--- config.mk ---
export PLATFORM = sky130hd
export DESIGN_NAME = rwc_ctrl
export DESIGN_NICKNAME = d
export VERILOG_FILES = /design/src/hdl/rwc_pkg.sv /design/src/hdl/rwc_ctrl.sv
export SDC_FILE = /design/constraint.sdc
export NUM_CORES = 1
export LEC_CHECK = 0
export ABC_AREA = 1
export BUFFER_PORTS_ARGS = -buffer_cell sky130_fd_sc_hd__buf_2
export CELL_PAD_IN_SITES_DETAIL_PLACEMENT = 1
export CELL_PAD_IN_SITES_GLOBAL_PLACEMENT = 1
export CORE_AREA = 2 2 39 41
export DETAILED_ROUTE_END_ITERATION = 12
export DIE_AREA = 0 0 41 43
export GPL_TIMING_DRIVEN = 0
export HOLD_SLACK_MARGIN = 0.1
export PLACE_DENSITY_LB_ADDON = 0.05
export REMOVE_ABC_BUFFERS = 1
export SYNTH_ARGS = -nofsm -noshare
export SYNTH_HDL_FRONTEND = slang
export SYNTH_SLANG_ARGS = --single-unit
--- constraint.sdc ---
create_clock -name clk -period 1.2 [get_ports clk]
set_input_delay 0 -clock clk [delete_from_list [all_inputs] [get_ports clk]]
set_output_delay 0 -clock clk [all_outputs]
set_load 0.02 [all_outputs]
--- src/hdl/rwc_pkg.sv ---
`timescale 1ns / 1ps

package rwc_pkg;

    // Window and frame limits.
    localparam int MAX_RADIUS     = 2;
    localparam int MAX_WIDTH      = 1024;
    localparam int MAX_HEIGHT     = 1024;
    localparam int COEF_FRAC_BITS = 14;

    localparam int KSIDE  = 2 * MAX_RADIUS + 1;
    localparam int KTAPS  = KSIDE * KSIDE;
    localparam int LINES  = 3 * MAX_RADIUS + 1;

    // Field and counter widths.
    localparam int RAD_W   = 2;
    localparam int SIZE_W  = 11;
    localparam int COL_W   = $clog2(MAX_WIDTH);
    localparam int ROW_W   = $clog2(MAX_HEIGHT);
    localparam int LINE_W  = $clog2(LINES);
    localparam int ADDR_W  = $clog2(LINES * MAX_WIDTH);
    localparam int KIDX_W  = 5;
    localparam int KCNT_W  = $clog2(KTAPS);
    localparam int SIDE_W  = $clog2(KSIDE);
    localparam int COEF_W  = 18;
    localparam int POS_W   = SIZE_W + 1;
    localparam int PROD_W  = COEF_W + 9;
    localparam int ACC_W   = 32;
    localparam int LIN_W   = ROW_W + SIZE_W + 1;

    typedef enum logic [1:0] {
        OP_LOAD  = 2'd0,
        OP_PIXEL = 2'd1,
        OP_FLUSH = 2'd2,
        OP_NONE  = 2'd3
    } op_t;

    typedef enum logic [1:0] {
        REG_RADIUS = 2'd0,
        REG_WIDTH  = 2'd1,
        REG_HEIGHT = 2'd2
    } reg_index_t;

    typedef enum logic [2:0] {
        S_IDLE,
        S_CENTER,
        S_TAPS,
        S_FLUSH1,
        S_FLUSH2,
        S_LOAD
    } state_t;

    // Commands from the controller to the datapath.
    typedef struct packed {
        logic accept;
        logic issue_center;
        logic issue_tap;
        logic load;
    } cmd_t;

    // Status from the datapath to the controller.
    typedef struct packed {
        logic emit_now;
        logic radius_zero;
        logic last_tap;
        logic out_free;
    } status_t;

endpackage

--- src/hdl/rwc_ctrl.sv ---
`timescale 1ns / 1ps

module rwc_ctrl (
    input  logic             clk,
    input  logic             rst_n,
    input  logic             in_valid,
    output logic             in_stall,
    input  rwc_pkg::status_t status,
    output rwc_pkg::cmd_t    cmd,
    output rwc_pkg::state_t  state
);
    import rwc_pkg::*;

    state_t state_reg;
    state_t state_next;

    // State register.
    always_ff @(posedge clk or negedge rst_n)
    begin
        if (!rst_n)
        begin
            state_reg <= S_IDLE;
        end
        else
        begin
            state_reg <= state_next;
        end
    end

    // Next state.
    always_comb
    begin
        state_next = state_reg;
        unique case (state_reg)
            S_IDLE:
            begin
                if (in_valid && status.emit_now)
                begin
                    state_next = S_CENTER;
                end
            end
            S_CENTER:
            begin
                state_next = status.radius_zero ? S_FLUSH1 : S_TAPS;
            end
            S_TAPS:
            begin
                if (status.last_tap)
                begin
                    state_next = S_FLUSH1;
                end
            end
            S_FLUSH1:
            begin
                state_next = S_FLUSH2;
            end
            S_FLUSH2:
            begin
                state_next = S_LOAD;
            end
            S_LOAD:
            begin
                if (status.out_free)
                begin
                    state_next = S_IDLE;
                end
            end
            default:
            begin
                state_next = S_IDLE;
            end
        endcase
    end

    // Outputs.
    always_comb
    begin
        in_stall         = (state_reg != S_IDLE);
        cmd.accept       = (state_reg == S_IDLE) && in_valid;
        cmd.issue_center = (state_reg == S_CENTER);
        cmd.issue_tap    = (state_reg == S_TAPS);
        cmd.load         = (state_reg == S_LOAD) && status.out_free;
    end

    assign state = state_reg;

endmodule

==> results.sh <==
export IMPL_status="finished clean"
export IMPL_clockRootBuffer="clkbuf_4"
export IMPL_hold_violations=0
export IMPL_min_to="state[0]"
export IMPL_die_h_um=43
export IMPL_synth_seq_cells=3
export IMPL_drt_iter0_drc=0
export IMPL_r2r_slack_ps=80
export IMPL_critPathMaxFanout=6
export IMPL_antenna_found_initial=0
export IMPL_hpwl_um=548
export IMPL_postSynthAreaPerCell_um2=6.46
export IMPL_final_instance_count_excl_fill=70
export IMPL_rows=14
export IMPL_fin_ws_ps=45.5
export IMPL_min_path_cells=5
export IMPL_clk_latency_ps=230
export IMPL_grt_pass1_vias=254
export IMPL_setup_viol=0
export IMPL_yosys_top_cells_count="nand2_1 (6), nor2_1 (5), dfrtp_1 (3), inv_1 (3), inv_2 (3)"
export IMPL_synthCells=30
export IMPL_grt_overflow=0
export IMPL_largest_register_ffs=3
export IMPL_critical_path_class="reg2out"
export IMPL_ys_types=12
export IMPL_cellLeakagePower_nw=0.215
export IMPL_finClkSkew_ps=0.895
export IMPL_critPathArrivalTime_ps=1150
export IMPL_min_period_ps=1150
export IMPL_powerDensity_nw_per_um2=2940
export IMPL_reg2reg_depth=7
export IMPL_ys_warn_count=0
export IMPL_rsz0062_at_grt="true"
export IMPL_grt_max_degree=9
export IMPL_synth_top_area_frac=0.387
export IMPL_final_antenna_net_count=0
export IMPL_min_path_type="in2reg"
export IMPL_hp_start="status[1]"
export IMPL_r2r_start="state[1]"
export IMPL_cts_tree="done"
export IMPL_grt_pass1_wl_mm=1.09
export IMPL_vias=275
export IMPL_clock_sinks=3
export IMPL_cp_required_ps=1200
export IMPL_viasPerCell=3.93
export IMPL_final_nets=62
export IMPL_place_ws_ps=82.0
export IMPL_start_util=0.140
export IMPL_wl_per_cell_um=9.89
export IMPL_path_cells="nor2_4 > nand2_1 > nor2_1 > buf_4"
export IMPL_routed_wl_um=692
export IMPL_synthFlopType="dfrtp_1"
export IMPL_finalCritPeriodShare=0.962
export IMPL_synth_edf_count=0
export IMPL_io_buffers=14
export IMPL_grt_use_total=0.0926
export IMPL_cts_max_level=1
export IMPL_yosysTopAreaCell="dfrtp_1"
export IMPL_dp_cells=60
export IMPL_die_w_um=41
export IMPL_end_kind="output port"
export IMPL_reg2reg_to="state[0]"
export IMPL_fmax_mhz=866
export IMPL_synth_most_common_cell="nand2_1"
export IMPL_core_um2=1380
export IMPL_synthesis_area_um2=194
export IMPL_ys_seq_area_frac=0.387
export IMPL_clk_path_buf_depth=2
export IMPL_cts_buffers=3
export IMPL_vdd_drop_max_v=0.000859
export IMPL_die_area_um2=1760
export IMPL_slew_viol_final=0
export IMPL_max_cap_violations=0
export IMPL_async_reset_ff_frac=1.00
export IMPL_p_total_w=0.00114
export IMPL_setup_worst_path_start_class="flip-flop"
export IMPL_ios=15
export IMPL_n_antenna_cell=0
export IMPL_max_stage_delay_ps=460
export IMPL_crit_slowest_cell="dfrtp_2"
export IMPL_slew_limit_headroom=0.876
export IMPL_area_growth_pct=100
export IMPL_drive_gt1_frac=0.519
export IMPL_drc=0
export IMPL_firstDrtPassIters=1
export IMPL_gp_congestion=0.683
export IMPL_cts_reportedPaths_clkPinSlew_ps=30
export IMPL_tightest_slew_ps=185
export IMPL_synthTopCellsByArea="dfrtp_1 (39%), nand2_1 (12%), nor2_1 (9.7%)"
[metal layers]
metal,vias to the layer above,routed length [um],global-route usage
met5,-,0,0
met4,0,0,0.0600
met3,0,49,0.0157
met2,10,341,0.131
met1,120,301,0.123
li1,145,-,-
[repair_timing]
item                                    4_1_cts  5_1_grt
hold endpoints to repair                      3        0
resized for setup                             5        2
buffers inserted                              2        2
hold buffers                                  2        0
pin swaps                                     0        1
gates cloned                                  0        0
endpoints found under the setup margin        2        2
[power by group]
group          internal (W)  switching, W  leakage [nW]
combinational      0.000293      0.000430         0.166
sequential         0.000160     0.0000867        0.0346
clock              0.000124     0.0000472        0.0150
total              0.000577      0.000564         0.215
[through the flow]
| stage | hold slack [ps] | instance area (um^2) | TNS, ps | utilization |
|---|---|---|---|---|
| after detailed placement | -202 | 284 | 0 | 0.205 |
| after CTS | 123 | 362 | 0 | 0.261 |
| after global placement | -206 | 284 | 0 | 0.205 |
| after global routing | 159 | 388 | -53.5 | 0.280 |
| final | 120 | 388 | 0 | 0.280 |
| after floorplan | -296 | 194 | -130 | - |
[how the worst max path moves through the flow]
stage               startpoint       end  depth (start not counted)
floorplan             state[0]    cmd[0]                          2
global placement      state[0]  state[0]                          6
detailed placement    state[0]  state[0]                          6
CTS                   state[1]    cmd[0]                          2
global route          state[1]    cmd[3]                          4
finish                state[1]    cmd[3]                          4
[critical path, delay by kind of cell, from the launching register on]
family        cells  cell delay (ps)
simple gates      3              320
buf+inv           1              150
flops             1              460
[area by class of cell]
class,instances,area (um^2)
clock buffers,4,26.3
multi-input cells,21,116
repair buffers,20,125
flip-flops and latches,3,77.6
well taps,16,20.0
inverters,6,22.5
fillers,175,996
[cell families after synthesis]
logic type / count (synthesis) / synth area share
buf+inv: 6 / 0.116
simple gates: 18 / 0.419
flops: 3 / 0.387
compound gates: 3 / 0.0774
[cells in the final DEF, fill, tap and decap left out]
cell | netlist | routed
a21oi_1 | 1 | 1
buf_2 | 0 | 12
buf_4 | 0 | 6
clkbuf_1 | 0 | 1
clkbuf_4 | 0 | 3
dfrtp_1 | 3 | 1
dfrtp_2 | 0 | 2
dlygate4sd3_1 | 0 | 2
inv_1 | 3 | 3
inv_2 | 3 | 3
nand2_1 | 6 | 6
nand3_1 | 2 | 2
nand4_1 | 2 | 2
nor2_1 | 5 | 5
nor2_4 | 0 | 1
nor3_1 | 1 | 1
nor4_4 | 0 | 1
o21ai_1 | 2 | 2
Note: power is estimated with default switching activity, not from simulation.
